<file path="src/mobw_pkg.sv">
package mobw_pkg;

  // book size and field widths
  localparam int BOOK_LEVELS = 16;
  localparam int OP_W        = 2;
  localparam int IDX_W       = 4;
  localparam int PRICE_W     = 32;
  localparam int QTY_W       = 24;
  localparam int TAG_W       = 16;
  localparam int STATUS_W    = 2;
  localparam int COST_OUT_W  = 60;

  // derived widths
  localparam int COST_W    = PRICE_W + QTY_W;
  localparam int AVG_W     = PRICE_W;
  localparam int LVL_W     = (BOOK_LEVELS > 1) ? $clog2(BOOK_LEVELS) : 1;
  localparam int CNT_W     = $clog2(BOOK_LEVELS + 1);
  localparam int DIV_CNT_W = $clog2(AVG_W);

  // operation codes
  localparam logic [OP_W-1:0] OP_WRITE_ASK = 2'd0;
  localparam logic [OP_W-1:0] OP_WRITE_BID = 2'd1;
  localparam logic [OP_W-1:0] OP_MARKET    = 2'd2;

  // fill status codes
  localparam logic [STATUS_W-1:0] FILL_FULL    = 2'd0;
  localparam logic [STATUS_W-1:0] FILL_PARTIAL = 2'd1;
  localparam logic [STATUS_W-1:0] FILL_NONE    = 2'd2;

  // one book level as stored in the ram
  typedef struct packed {
    logic [PRICE_W-1:0] price;
    logic [QTY_W-1:0]   quantity;
  } level_t;

  // commands from controller to datapath
  typedef struct packed {
    logic write_ask;
    logic write_bid;
    logic load_order;
    logic take;
    logic accum;
    logic div_init;
    logic div_step;
    logic out_load;
  } ctrl_cmd_t;

  // status from datapath to controller
  typedef struct packed {
    logic remaining_zero;
    logic walk_end;
    logic filled_zero;
    logic div_last;
  } dp_status_t;

endpackage

</file>
<file path="src/mobw_ram.sv">
module mobw_ram #(
  parameter int WIDTH = 8,
  parameter int DEPTH = 16
) (
  input  logic                                    clk,
  input  logic                                    we,
  input  logic [(DEPTH > 1 ? $clog2(DEPTH) : 1)-1:0] waddr,
  input  logic [WIDTH-1:0]                        wdata,
  input  logic [(DEPTH > 1 ? $clog2(DEPTH) : 1)-1:0] raddr,
  output logic [WIDTH-1:0]                        rdata
);

  logic [WIDTH-1:0] mem [DEPTH];

  // one write port, registered read port
  always_ff @(posedge clk) begin
    if (we) begin
      mem[waddr] <= wdata;
    end
    rdata <= mem[raddr];
  end

endmodule

</file>
<file path="src/mobw_dp.sv">
module mobw_dp import mobw_pkg::*; (
  input  logic                  clk,
  input  logic                  rst,
  input  ctrl_cmd_t             cmd,
  output dp_status_t            status,
  input  logic                  side,
  input  logic [IDX_W-1:0]      level_index,
  input  logic [PRICE_W-1:0]    price_ticks,
  input  logic [QTY_W-1:0]      quantity,
  input  logic [TAG_W-1:0]      order_tag,
  output logic [TAG_W-1:0]      fill_tag,
  output logic                  fill_side,
  output logic [QTY_W-1:0]      filled_quantity,
  output logic [COST_OUT_W-1:0] fill_cost,
  output logic [AVG_W-1:0]      average_price,
  output logic [STATUS_W-1:0]   fill_status
);

  // order context and walk state
  logic                   side_q;
  logic [TAG_W-1:0]       tag_q;
  logic [QTY_W-1:0]       remaining;
  logic [QTY_W-1:0]       filled;
  logic [COST_W-1:0]      cost;
  logic [COST_W-1:0]      product;
  logic [CNT_W-1:0]       idx;

  // divider state
  logic [QTY_W-1:0]       div_rem;
  logic [AVG_W-1:0]       div_dvd;
  logic [DIV_CNT_W-1:0]   div_cnt;

  // level valid bits, an unwritten level reads as zero
  logic [BOOK_LEVELS-1:0] ask_vld;
  logic [BOOK_LEVELS-1:0] bid_vld;
  logic                   rd_vld;

  logic                   in_range;
  logic [LVL_W-1:0]       waddr;
  logic [LVL_W-1:0]       raddr;
  level_t                 wlevel;
  level_t                 ask_rdata;
  level_t                 bid_rdata;
  level_t                 lvl;
  logic [QTY_W-1:0]       avail;
  logic [PRICE_W-1:0]     lvl_price;
  logic [QTY_W-1:0]       take;
  logic [QTY_W:0]         trial;
  logic [QTY_W:0]         diff;
  logic                   ge;

  // level write decode
  assign in_range      = 32'(level_index) < 32'(BOOK_LEVELS);
  assign waddr         = LVL_W'(level_index);
  assign raddr         = idx[LVL_W-1:0];
  assign wlevel.price  = price_ticks;
  assign wlevel.quantity = quantity;

  mobw_ram #(.WIDTH($bits(level_t)), .DEPTH(BOOK_LEVELS)) ask_ram (
    .clk   (clk),
    .we    (cmd.write_ask && in_range),
    .waddr (waddr),
    .wdata (wlevel),
    .raddr (raddr),
    .rdata (ask_rdata)
  );

  mobw_ram #(.WIDTH($bits(level_t)), .DEPTH(BOOK_LEVELS)) bid_ram (
    .clk   (clk),
    .we    (cmd.write_bid && in_range),
    .waddr (waddr),
    .wdata (wlevel),
    .raddr (raddr),
    .rdata (bid_rdata)
  );

  // valid bits track written levels
  always_ff @(posedge clk) begin
    if (rst) begin
      ask_vld <= '0;
      bid_vld <= '0;
    end else begin
      if (cmd.write_ask && in_range) begin
        ask_vld[waddr] <= 1'b1;
      end
      if (cmd.write_bid && in_range) begin
        bid_vld[waddr] <= 1'b1;
      end
    end
  end

  // valid bit is registered alongside the ram read
  always_ff @(posedge clk) begin
    rd_vld <= side_q ? bid_vld[raddr] : ask_vld[raddr];
  end

  // level seen by the walk, lesser of available and remaining
  assign lvl       = side_q ? bid_rdata : ask_rdata;
  assign avail     = rd_vld ? lvl.quantity : '0;
  assign lvl_price = rd_vld ? lvl.price : '0;
  assign take      = (avail < remaining) ? avail : remaining;

  // walk registers
  always_ff @(posedge clk) begin
    if (cmd.load_order) begin
      side_q    <= side;
      tag_q     <= order_tag;
      remaining <= quantity;
      filled    <= '0;
      cost      <= '0;
      idx       <= '0;
    end else begin
      if (cmd.take) begin
        product   <= COST_W'(take) * COST_W'(lvl_price);
        filled    <= filled + take;
        remaining <= remaining - take;
        idx       <= idx + 1'b1;
      end
      if (cmd.accum) begin
        cost <= cost + product;
      end
    end
  end

  // restoring divider, one quotient bit per cycle
  assign trial = {div_rem, div_dvd[AVG_W-1]};
  assign diff  = trial - {1'b0, filled};
  assign ge    = trial >= {1'b0, filled};

  always_ff @(posedge clk) begin
    if (cmd.div_init) begin
      div_rem <= cost[COST_W-1:AVG_W];
      div_dvd <= cost[AVG_W-1:0];
      div_cnt <= '0;
    end else if (cmd.div_step) begin
      div_rem <= ge ? diff[QTY_W-1:0] : trial[QTY_W-1:0];
      div_dvd <= {div_dvd[AVG_W-2:0], ge};
      div_cnt <= div_cnt + 1'b1;
    end
  end

  // result register
  always_ff @(posedge clk) begin
    if (cmd.out_load) begin
      fill_tag        <= tag_q;
      fill_side       <= side_q;
      filled_quantity <= filled;
      fill_cost       <= COST_OUT_W'(cost);
      if (filled == '0) begin
        average_price <= '0;
        fill_status   <= FILL_NONE;
      end else begin
        average_price <= div_dvd;
        fill_status   <= (remaining == '0) ? FILL_FULL : FILL_PARTIAL;
      end
    end
  end

  // status to controller
  assign status.remaining_zero = remaining == '0;
  assign status.walk_end       = idx == CNT_W'(BOOK_LEVELS);
  assign status.filled_zero    = filled == '0;
  assign status.div_last       = div_cnt == DIV_CNT_W'(AVG_W - 1);

endmodule

</file>
<file path="src/mobw_ctrl.sv">
module mobw_ctrl import mobw_pkg::*; (
  input  logic            clk,
  input  logic            rst,
  input  logic            in_valid,
  output logic            in_ready,
  input  logic [OP_W-1:0] op,
  output logic            out_valid,
  input  logic            out_ready,
  output ctrl_cmd_t       cmd,
  input  dp_status_t      status
);

  typedef enum logic [5:0] {
    S_IDLE = 6'b000001,
    S_READ = 6'b000010,
    S_MUL  = 6'b000100,
    S_ACC  = 6'b001000,
    S_DIV  = 6'b010000,
    S_DONE = 6'b100000
  } state_t;

  state_t state;
  state_t state_next;
  logic   accept;

  assign in_ready = state == S_IDLE;
  assign accept   = in_valid && in_ready;

  // next state and commands
  always_comb begin
    state_next = state;
    cmd        = '0;
    case (state)
      S_IDLE: begin
        cmd.write_ask  = accept && (op == OP_WRITE_ASK);
        cmd.write_bid  = accept && (op == OP_WRITE_BID);
        cmd.load_order = accept && (op == OP_MARKET);
        if (cmd.load_order) begin
          state_next = S_READ;
        end
      end
      S_READ: begin
        if (status.remaining_zero || status.walk_end) begin
          if (status.filled_zero) begin
            state_next = S_DONE;
          end else begin
            cmd.div_init = 1'b1;
            state_next   = S_DIV;
          end
        end else begin
          state_next = S_MUL;
        end
      end
      S_MUL: begin
        cmd.take   = 1'b1;
        state_next = S_ACC;
      end
      S_ACC: begin
        cmd.accum  = 1'b1;
        state_next = S_READ;
      end
      S_DIV: begin
        cmd.div_step = 1'b1;
        if (status.div_last) begin
          state_next = S_DONE;
        end
      end
      S_DONE: begin
        if (!out_valid || out_ready) begin
          cmd.out_load = 1'b1;
          state_next   = S_IDLE;
        end
      end
      default: begin
        state_next = S_IDLE;
      end
    endcase
  end

  always_ff @(posedge clk) begin
    if (rst) begin
      state <= S_IDLE;
    end else begin
      state <= state_next;
    end
  end

  // result valid flag
  always_ff @(posedge clk) begin
    if (rst) begin
      out_valid <= 1'b0;
    end else if (cmd.out_load) begin
      out_valid <= 1'b1;
    end else if (out_ready) begin
      out_valid <= 1'b0;
    end
  end

endmodule

</file>
<file path="src/market_order_book_walk_vwap_unit.sv">
// Order book with market-order walk. Level writes (op 0 asks, op 1 bids) give no result;
// a write beyond the book or op 3 is dropped. A market order (op 2) walks the opposite
// side from the best level, through a ram read, a 24x32 multiply and an accumulate for
// each level visited, stopping when filled or at the last level, then runs a restoring
// divider for the average price unless nothing filled. The book is not consumed, and
// starts all zero after reset. The result sits in an output register, so writes may be
// accepted while it waits to be taken.
module market_order_book_walk_vwap_unit import mobw_pkg::*; (
  input  logic                  clk,
  input  logic                  rst,
  input  logic                  in_valid,
  output logic                  in_ready,
  input  logic [OP_W-1:0]       op,
  input  logic                  side,
  input  logic [IDX_W-1:0]      level_index,
  input  logic [PRICE_W-1:0]    price_ticks,
  input  logic [QTY_W-1:0]      quantity,
  input  logic [TAG_W-1:0]      order_tag,
  output logic                  out_valid,
  input  logic                  out_ready,
  output logic [TAG_W-1:0]      fill_tag,
  output logic                  fill_side,
  output logic [QTY_W-1:0]      filled_quantity,
  output logic [COST_OUT_W-1:0] fill_cost,
  output logic [AVG_W-1:0]      average_price,
  output logic [STATUS_W-1:0]   fill_status
);

  ctrl_cmd_t  cmd;
  dp_status_t status;

  // sequencer
  mobw_ctrl u_ctrl (
    .clk       (clk),
    .rst       (rst),
    .in_valid  (in_valid),
    .in_ready  (in_ready),
    .op        (op),
    .out_valid (out_valid),
    .out_ready (out_ready),
    .cmd       (cmd),
    .status    (status)
  );

  // book, walk and divider
  mobw_dp u_dp (
    .clk             (clk),
    .rst             (rst),
    .cmd             (cmd),
    .status          (status),
    .side            (side),
    .level_index     (level_index),
    .price_ticks     (price_ticks),
    .quantity        (quantity),
    .order_tag       (order_tag),
    .fill_tag        (fill_tag),
    .fill_side       (fill_side),
    .filled_quantity (filled_quantity),
    .fill_cost       (fill_cost),
    .average_price   (average_price),
    .fill_status     (fill_status)
  );

endmodule

</file>
<file path="config.mk">
export PLATFORM = sky130hd
export DESIGN_NAME = market_order_book_walk_vwap_unit
export DESIGN_NICKNAME = d
export VERILOG_FILES = /design/src/mobw_pkg.sv /design/src/mobw_ram.sv /design/src/mobw_dp.sv /design/src/mobw_ctrl.sv /design/src/market_order_book_walk_vwap_unit.sv
export SDC_FILE = /design/constraint.sdc
export NUM_CORES = 2
export LEC_CHECK = 0
export BUFFER_PORTS_ARGS = -buffer_cell sky130_fd_sc_hd__buf_2
export CELL_PAD_IN_SITES_DETAIL_PLACEMENT = 1
export CELL_PAD_IN_SITES_GLOBAL_PLACEMENT = 1
export CORE_MARGIN = 2
export CORE_UTILIZATION = 35
export CTS_CLUSTER_DIAMETER = 80
export CTS_CLUSTER_SIZE = 24
export DETAILED_ROUTE_END_ITERATION = 10
export PLACE_DENSITY = 0.66
export SYNTH_ARGS = -nofsm -noshare
export SYNTH_HDL_FRONTEND = slang
export SYNTH_SLANG_ARGS = --single-unit
</file>
<file path="constraint.sdc">
create_clock -name clk -period 9.88 [get_ports clk]
set_input_delay 0.988 -clock clk [delete_from_list [all_inputs] [get_ports clk]]
set_output_delay 0.988 -clock clk [all_outputs]
set_load 0.01 [all_outputs]
</file>
Word level (Yosys, flattened, before mapping)
Memories as Yosys holds them, arrays and structs flattened. A register that Yosys moved wholly into a read port is not among the register bits.
Cells that the tools add are included.
{ "word_totals": {"inputBits": 83, "mem_bits_rw": 1792, "output_inout_bits": 137, "mem_count": 2, "register_bits": 414} }
{ "mem_list": {"columns": ["name", "depth", "word_bits", "rd", "rd_ports_with_merged_regs", "wr", "line", "text"], "rows": [
  ["u_dp.ask_ram.mem", 16, 56, 1, 1, 1, "mobw_ram.sv:13", "logic [WIDTH-1:0] mem [DEPTH];"],
  ["u_dp.bid_ram.mem", 16, 56, 1, 1, 1, "mobw_ram.sv:13", null]
]} }
{ "classes": {"bitwise": 3, "n_mul": 1, "muxes": 40, "n_eq_ne": 13, "n_reduce_logical": 16, "n_addsub": 6, "n_lt_le_gt_ge": 5} }
{ "op_table": {"columns": ["cell", "n"], "rows": [
  ["$mux 24", 7],
  ["$mux 32", 3],
  ["$add 56x56->56", 1],
  ["$mul 24x32->56", 1],
  ["$mux 56", 1],
  ["$logic_not 24->1", 2],
  ["$sub 24x24->24", 2],
  ["$pmux 6 s6", 1],
  ["$or 16x16->16", 2],
  ["$mux 6", 5],
  ["$ge 25x24->1", 1],
  ["$add 24x24->24", 1],
  ["$lt 24x24->1", 1],
  ["$mux 1", 19],
  ["$add 5x1->5 const B", 2],
  ["$eq 5x5->1 const B", 2],
  ["$lt 4x5->1 const B", 2],
  ["$bmux 1 s4", 2],
  ["$eq 6x1->1 const B", 1],
  ["$eq 6x2->1 const B", 1],
  ["$eq 6x3->1 const B", 1],
  ["$eq 6x4->1 const B", 1],
  ["$eq 6x5->1 const B", 1],
  ["$eq 6x6->1 const B", 1],
  ["other kinds (15)", 23]
]} }

Longest topological paths before layout
{ "depth": {"word_depth": 7, "depth_mapped": 44, "depth_no_buf": 39} }

Cells and area by module
From an unflattened synthesis, not the netlist that was laid out.
{ "hier_totals": {"hier_cells": 7922, "area_unflattened_um2": 116456.7} }
{ "modules_own_cells": {"columns": ["module", "seq_area_each_um2", "area_per_inst_um2", "cells_each", "instances"], "rows": [
  ["mobw_ram", 28026.9, 34678.3, 1445, 2],
  ["mobw_dp", 10990.5, 46646.0, 4982, 1],
  ["mobw_ctrl", 140.1, 454.2, 50, 1]
]} }

Least setup slack after synthesis
No wires, ideal clock.
{ "synth_timing": {"path_type": "reg2reg", "start": "register u_dp.side_q", "end": "register u_dp.product[54] (data pin)", "synth_period_minus_slack_ps": 10200, "path_slack_ps": -320, "t_arrival_ps": 9937, "path_stages_with_launch": 40, "setup_time_ps": 262, "n_path_buf": 4, "path_cell_list": "edfxtp_1 buf_1 clkbuf_1 mux2i_1 nor2_1 ha_1 a21oi_1 nor2b_1 o21ai_0 nand2b_1 o2111ai_1 a31oi_1 o31ai_4 buf_2 mux2i_1 clkbuf_1 nor2_1 fa_1 (+4 left out) fa_1 inv_1 fa_1 fa_1 fa_1 inv_1 ha_1 a21o_1 a21o_1 a21oi_1 nand2_1 or4b_4 a21oi_1 o41a_1 o21ai_1 a221oi_2 a21oi_1 xor2_1"} }
{ "synth_between": {"elab_chain_len": 5} }
{ "synth_rtl": {"columns": ["item", "line", "text"], "rows": [
  ["start: declaration", "mobw_dp.sv:20", "logic side_q;"],
  ["start signal: assignment", "mobw_dp.sv:106", "side_q <= side;"],
  ["$mux 56 (*)", "mobw_dp.sv:98", "assign lvl = side_q ? bid_rdata : ask_rdata;"],
  ["$mux 24", "mobw_dp.sv:99", "assign avail = rd_vld ? lvl.quantity : '0;"],
  ["$lt 24x24->1", "mobw_dp.sv:101", "assign take = (avail < remaining) ? avail : remaining;"],
  ["$mux 24", "mobw_dp.sv:101", null],
  ["$mul 24x32->56 (*)", "mobw_dp.sv:114", "product <= COST_W'(take) * COST_W'(lvl_price);"],
  ["end signal: assignment", "mobw_dp.sv:114", null],
  ["end: declaration", "mobw_dp.sv:25", "logic [COST_W-1:0] product;"]
]} }
Mark *: on every way between the ends. The rest lies on a longest branch, timed or not.
A chain may end at the register's enable or synchronous reset.

Final worst setup path
Ends and elaborated chain as after synthesis.

==> impl_metrics.py <==
metrics = {
    "min_path": {
        "hold_class": "in2reg",
    },
    "clock_network": {
        "clock_sinks": 2318,
        "ctsHoldBuffers": 0,
        "clock_latency_ns": 0.96,
        "h-tree-depth": 3,
        "clockBufferDepth": 4,
        "tritoncts": "yes",
        "clockRootBuffer": "clkbuf_16",
        "clkSlewWorstSetupHoldPaths_ns": 0.09,
        "cts_buffers": 121,
    },
    "grt": {
        "overflow": 0,
        "grt_first_pass_wirelength_um": 497000,
        "grt_pass1_vias": 71100,
        "antenna_found_initial": 32,
        "grt_max_degree": 146,
        "track_usage_pct": 20.2,
    },
    "critical_path": {
        "reg2reg_slack_ns": -0.009,
        "critPathMaxFanout": 8,
        "reg2regPathDepth": 39,
        "cp.required_ns": 10.50,
        "worstSetupStartpointType": "flip-flop",
        "max_stage_delay_ns": 0.59,
        "path_common_cell": "fa_1",
        "setup.worst_path.end": "u_dp.product[54]",
        "path_class": "reg2reg",
        "startpoint": "u_dp.side_q",
        "cp.arrival_ns": 10.50,
        "cp-end-kind": "flip-flop",
        "r2r_start": "u_dp.side_q",
        "cpMaxStageDelayCell": "or4b_4",
        "reg2reg_to": "u_dp.product[54]",
    },
    "final_layout": {
        "fillers": 33600,
        "multi_input_area_um2": 44900,
        "areaGrowthSynthToFinish_pct": 12.0,
        "final_common_cell": "edfxtp_1",
        "fin_util_pct": 39.3,
        "final_cell_mix": "edfxtp_1, inv_1, nand2_1",
        "nets": 9126,
        "final_cells": 12500,
        "seqCellArea_um2": 67200,
        "layout-drive-gt1-share_pct": 19.7,
    },
    "job": {
        "cap_violations": 0,
    },
    "floorplanning": {
        "ios": 220,
        "die-area_um2": 335000,
        "initial_utilization_pct": 35.1,
        "core_um2": 329000,
        "rows": 211,
        "fp.dieW_um": 579,
        "die_h_um": 579,
    },
    "yosys": {
        "synth-edff-count": 2076,
        "ys.flop_type": "edfxtp_1",
        "seq_area_frac_synth_pct": 58.1,
        "synth.distinct_cells": 83,
        "synth_area_per_cell_um2": 15.1,
        "syn_area_um2": 116000,
        "ys_warn_count": 0,
        "async_flop_share_pct": 0,
        "synth-seq-cells": 2318,
        "syn_inst": 7669,
    },
    "timing": {
        "fin_setup_tns_ns": -0.0117,
        "rsz0062_at_grt": "yes",
        "min_period_over_period_pct": 100,
        "max_clock_freq_mhz": 101,
        "hold_violations": 0,
        "setup_violations": 2,
        "skew_ns": 0.115,
        "worst_pin_slew_ns": 1.20,
        "drv_slew": 0,
        "setup_ws_ns": -0.00856,
        "timing.slew.headroom_pct": 20.0,
        "period_minus_slack_ns": 9.89,
    },
    "placed_design": {
        "place_ws_ns": -0.816,
        "dp.cells": 12200,
        "gp_congestion": 0.913,
        "hpwl_um": 225000,
        "io_buffers": 215,
    },
    "detailed_routing": {
        "final_antenna_net_count": 0,
        "firstDrtPassIters": 5,
        "routed_via_density": 5.32,
        "route.detailed.drc": 0,
        "post_drt_wl_per_cell_um": 27.2,
        "drt_iter0_markers": 6044,
        "vias": 66600,
        "finalWirelength_um": 341000,
    },
    "run_status": {
        "status": "finished with violations",
        "violations": "negative setup slack",
    },
    "pwr": {
        "p_total_mw": 19.6,
        "vdd_drop_max_mv": 0.194,
        "cellPowerDensity_nw_per_um2": 152,
        "power.leakage_nw": 46.1,
    },
}
-- flip-flops by register name (all words and copies together), names as in the netlist, 24 cells and up --
register	count
u_dp.ask_ram.mem	896
u_dp.average_price	32
u_dp.bid_ram.mem	896
u_dp.div_dvd	32
u_dp.remaining	24
u_dp.product	56
u_dp.ask_ram.rdata	56
u_dp.div_rem	24
u_dp.bid_ram.rdata	56
u_dp.cost	56
u_dp.filled	24
u_dp.fill_cost	56
u_dp.filled_quantity	24
-- report_power, final --
part           total (mW)  internal (mW)  switching [mW]
registers            11.3           11.0           0.247
clock network        5.63           2.44            3.19
logic                2.73           1.17            1.57
-- how the worst min path moves through the flow --
stage / endpoint / cells after the start / startpoint / slack (ns)
final: u_dp.tag_q[10] / 1 / order_tag[10] / 0.28
after global routing: u_dp.tag_q[15] / 1 / order_tag[15] / 0.23
after CTS: u_dp.tag_q[10] / 1 / order_tag[10] / 0.22
after detailed placement: u_dp.fill_tag[5] / 0 / u_dp.tag_q[5] / 0.41
after global placement: u_dp.fill_tag[3] / 0 / u_dp.tag_q[3] / 0.40
after floorplan: u_dp.fill_tag[0] / 0 / u_dp.tag_q[0] / 0.40
-- final cells by class --
type                            instances  share of cell area, %
Antenna cell                           13                 0.0251
Clock buffer                          193                   2.56
Clock inverter                         30                  0.331
Inverter                              835                   2.45
Multi-Input combinational cell       4163                   34.7
Sequential cell                      2318                   51.9
Tap cell                             4366                   4.22
Timing Repair Buffer                  607                   3.77
Timing Repair inverter                  1                 0.0135
-- logic make-up after synthesis --
logic type      synth area share, %
buf+inv                        3.92
other cells                 0.00324
mux                            11.8
flops                          58.1
simple gates                   6.06
fa+ha+maj                      15.1
xor+xnor                       1.23
compound gates                 3.81
-- synth_stat cells (all sizes together) (4+ instances only) --
cell type / number / area [µm²]
inv: 834 / 3130
o22ai: 8 / 50.1
a21boi: 6 / 45.0
and4: 10 / 87.6
mux2i: 38 / 384
and2: 40 / 250
o31ai: 19 / 156
dfxtp: 242 / 4840
nand2: 673 / 2530
nor2: 672 / 2520
a31oi: 20 / 125
nand4: 21 / 131
a221o: 4 / 40.0
nand3b: 4 / 30.0
and3: 25 / 161
a211oi: 25 / 198
o21ba: 8 / 80.1
clkbuf: 258 / 968
xnor2: 101 / 885
buf: 99 / 425
or2: 6 / 37.5
a2111oi: 5 / 45.0
nor3: 35 / 175
o2111ai: 4 / 35.0
o21ai: 155 / 810
o21bai: 26 / 195
or4: 4 / 30.0
or3: 7 / 43.8
o211ai: 10 / 75.1
a211o: 4 / 35.0
mux4: 570 / 12800
edfxtp: 2076 / 62300
ha: 334 / 4180
nand2b: 19 / 119
xor2: 61 / 534
fa: 662 / 13300
nand3: 66 / 330
nor2b: 55 / 344
a21oi: 225 / 1140
nor4: 21 / 131
a21o: 108 / 811
o21a: 28 / 211
a221oi: 4 / 41.3
mux2: 34 / 383
o31a: 4 / 35.0
-- repair_timing --
action                     4_1_cts  5_1_grt
gates resized for setup         95      126
pin swaps                       43       65
setup endpoints to repair       29       24
cloned                          10        3
setup buffers                   56       42
-- through the flow --
stage | hold WS (ns) | area [µm²]
floorplan | 0.400 | 116000
global placement | 0.401 | 124000
detailed placement | 0.406 | 124000
CTS | 0.218 | 129000
global route | 0.233 | 129000
finish | 0.280 | 129000
-- metal layers --
| metal | vias to the layer above | routed length (µm) | global-route usage (%) |
|---|---|---|---|
| met5 | - | 171 | 0 |
| met3 | 507 | 21100 | 3.08 |
| met4 | 26 | 10600 | 5.50 |
| li1 | 28200 | - | - |
| met2 | 2096 | 166000 | 34.0 |
| met1 | 35800 | 143000 | 27.3 |
-- critical path, delay by kind of cell, from the launching register on --
family | cells | cell delay, ns
compound gates | 10 | 1.79
xor+xnor | 1 | 0.14
fa+ha+maj | 9 | 4.27
buf+inv | 13 | 1.47
flops | 1 | 0.40
mux | 2 | 0.59
simple gates | 4 | 0.89
Note: power is estimated with default switching activity, not from simulation.
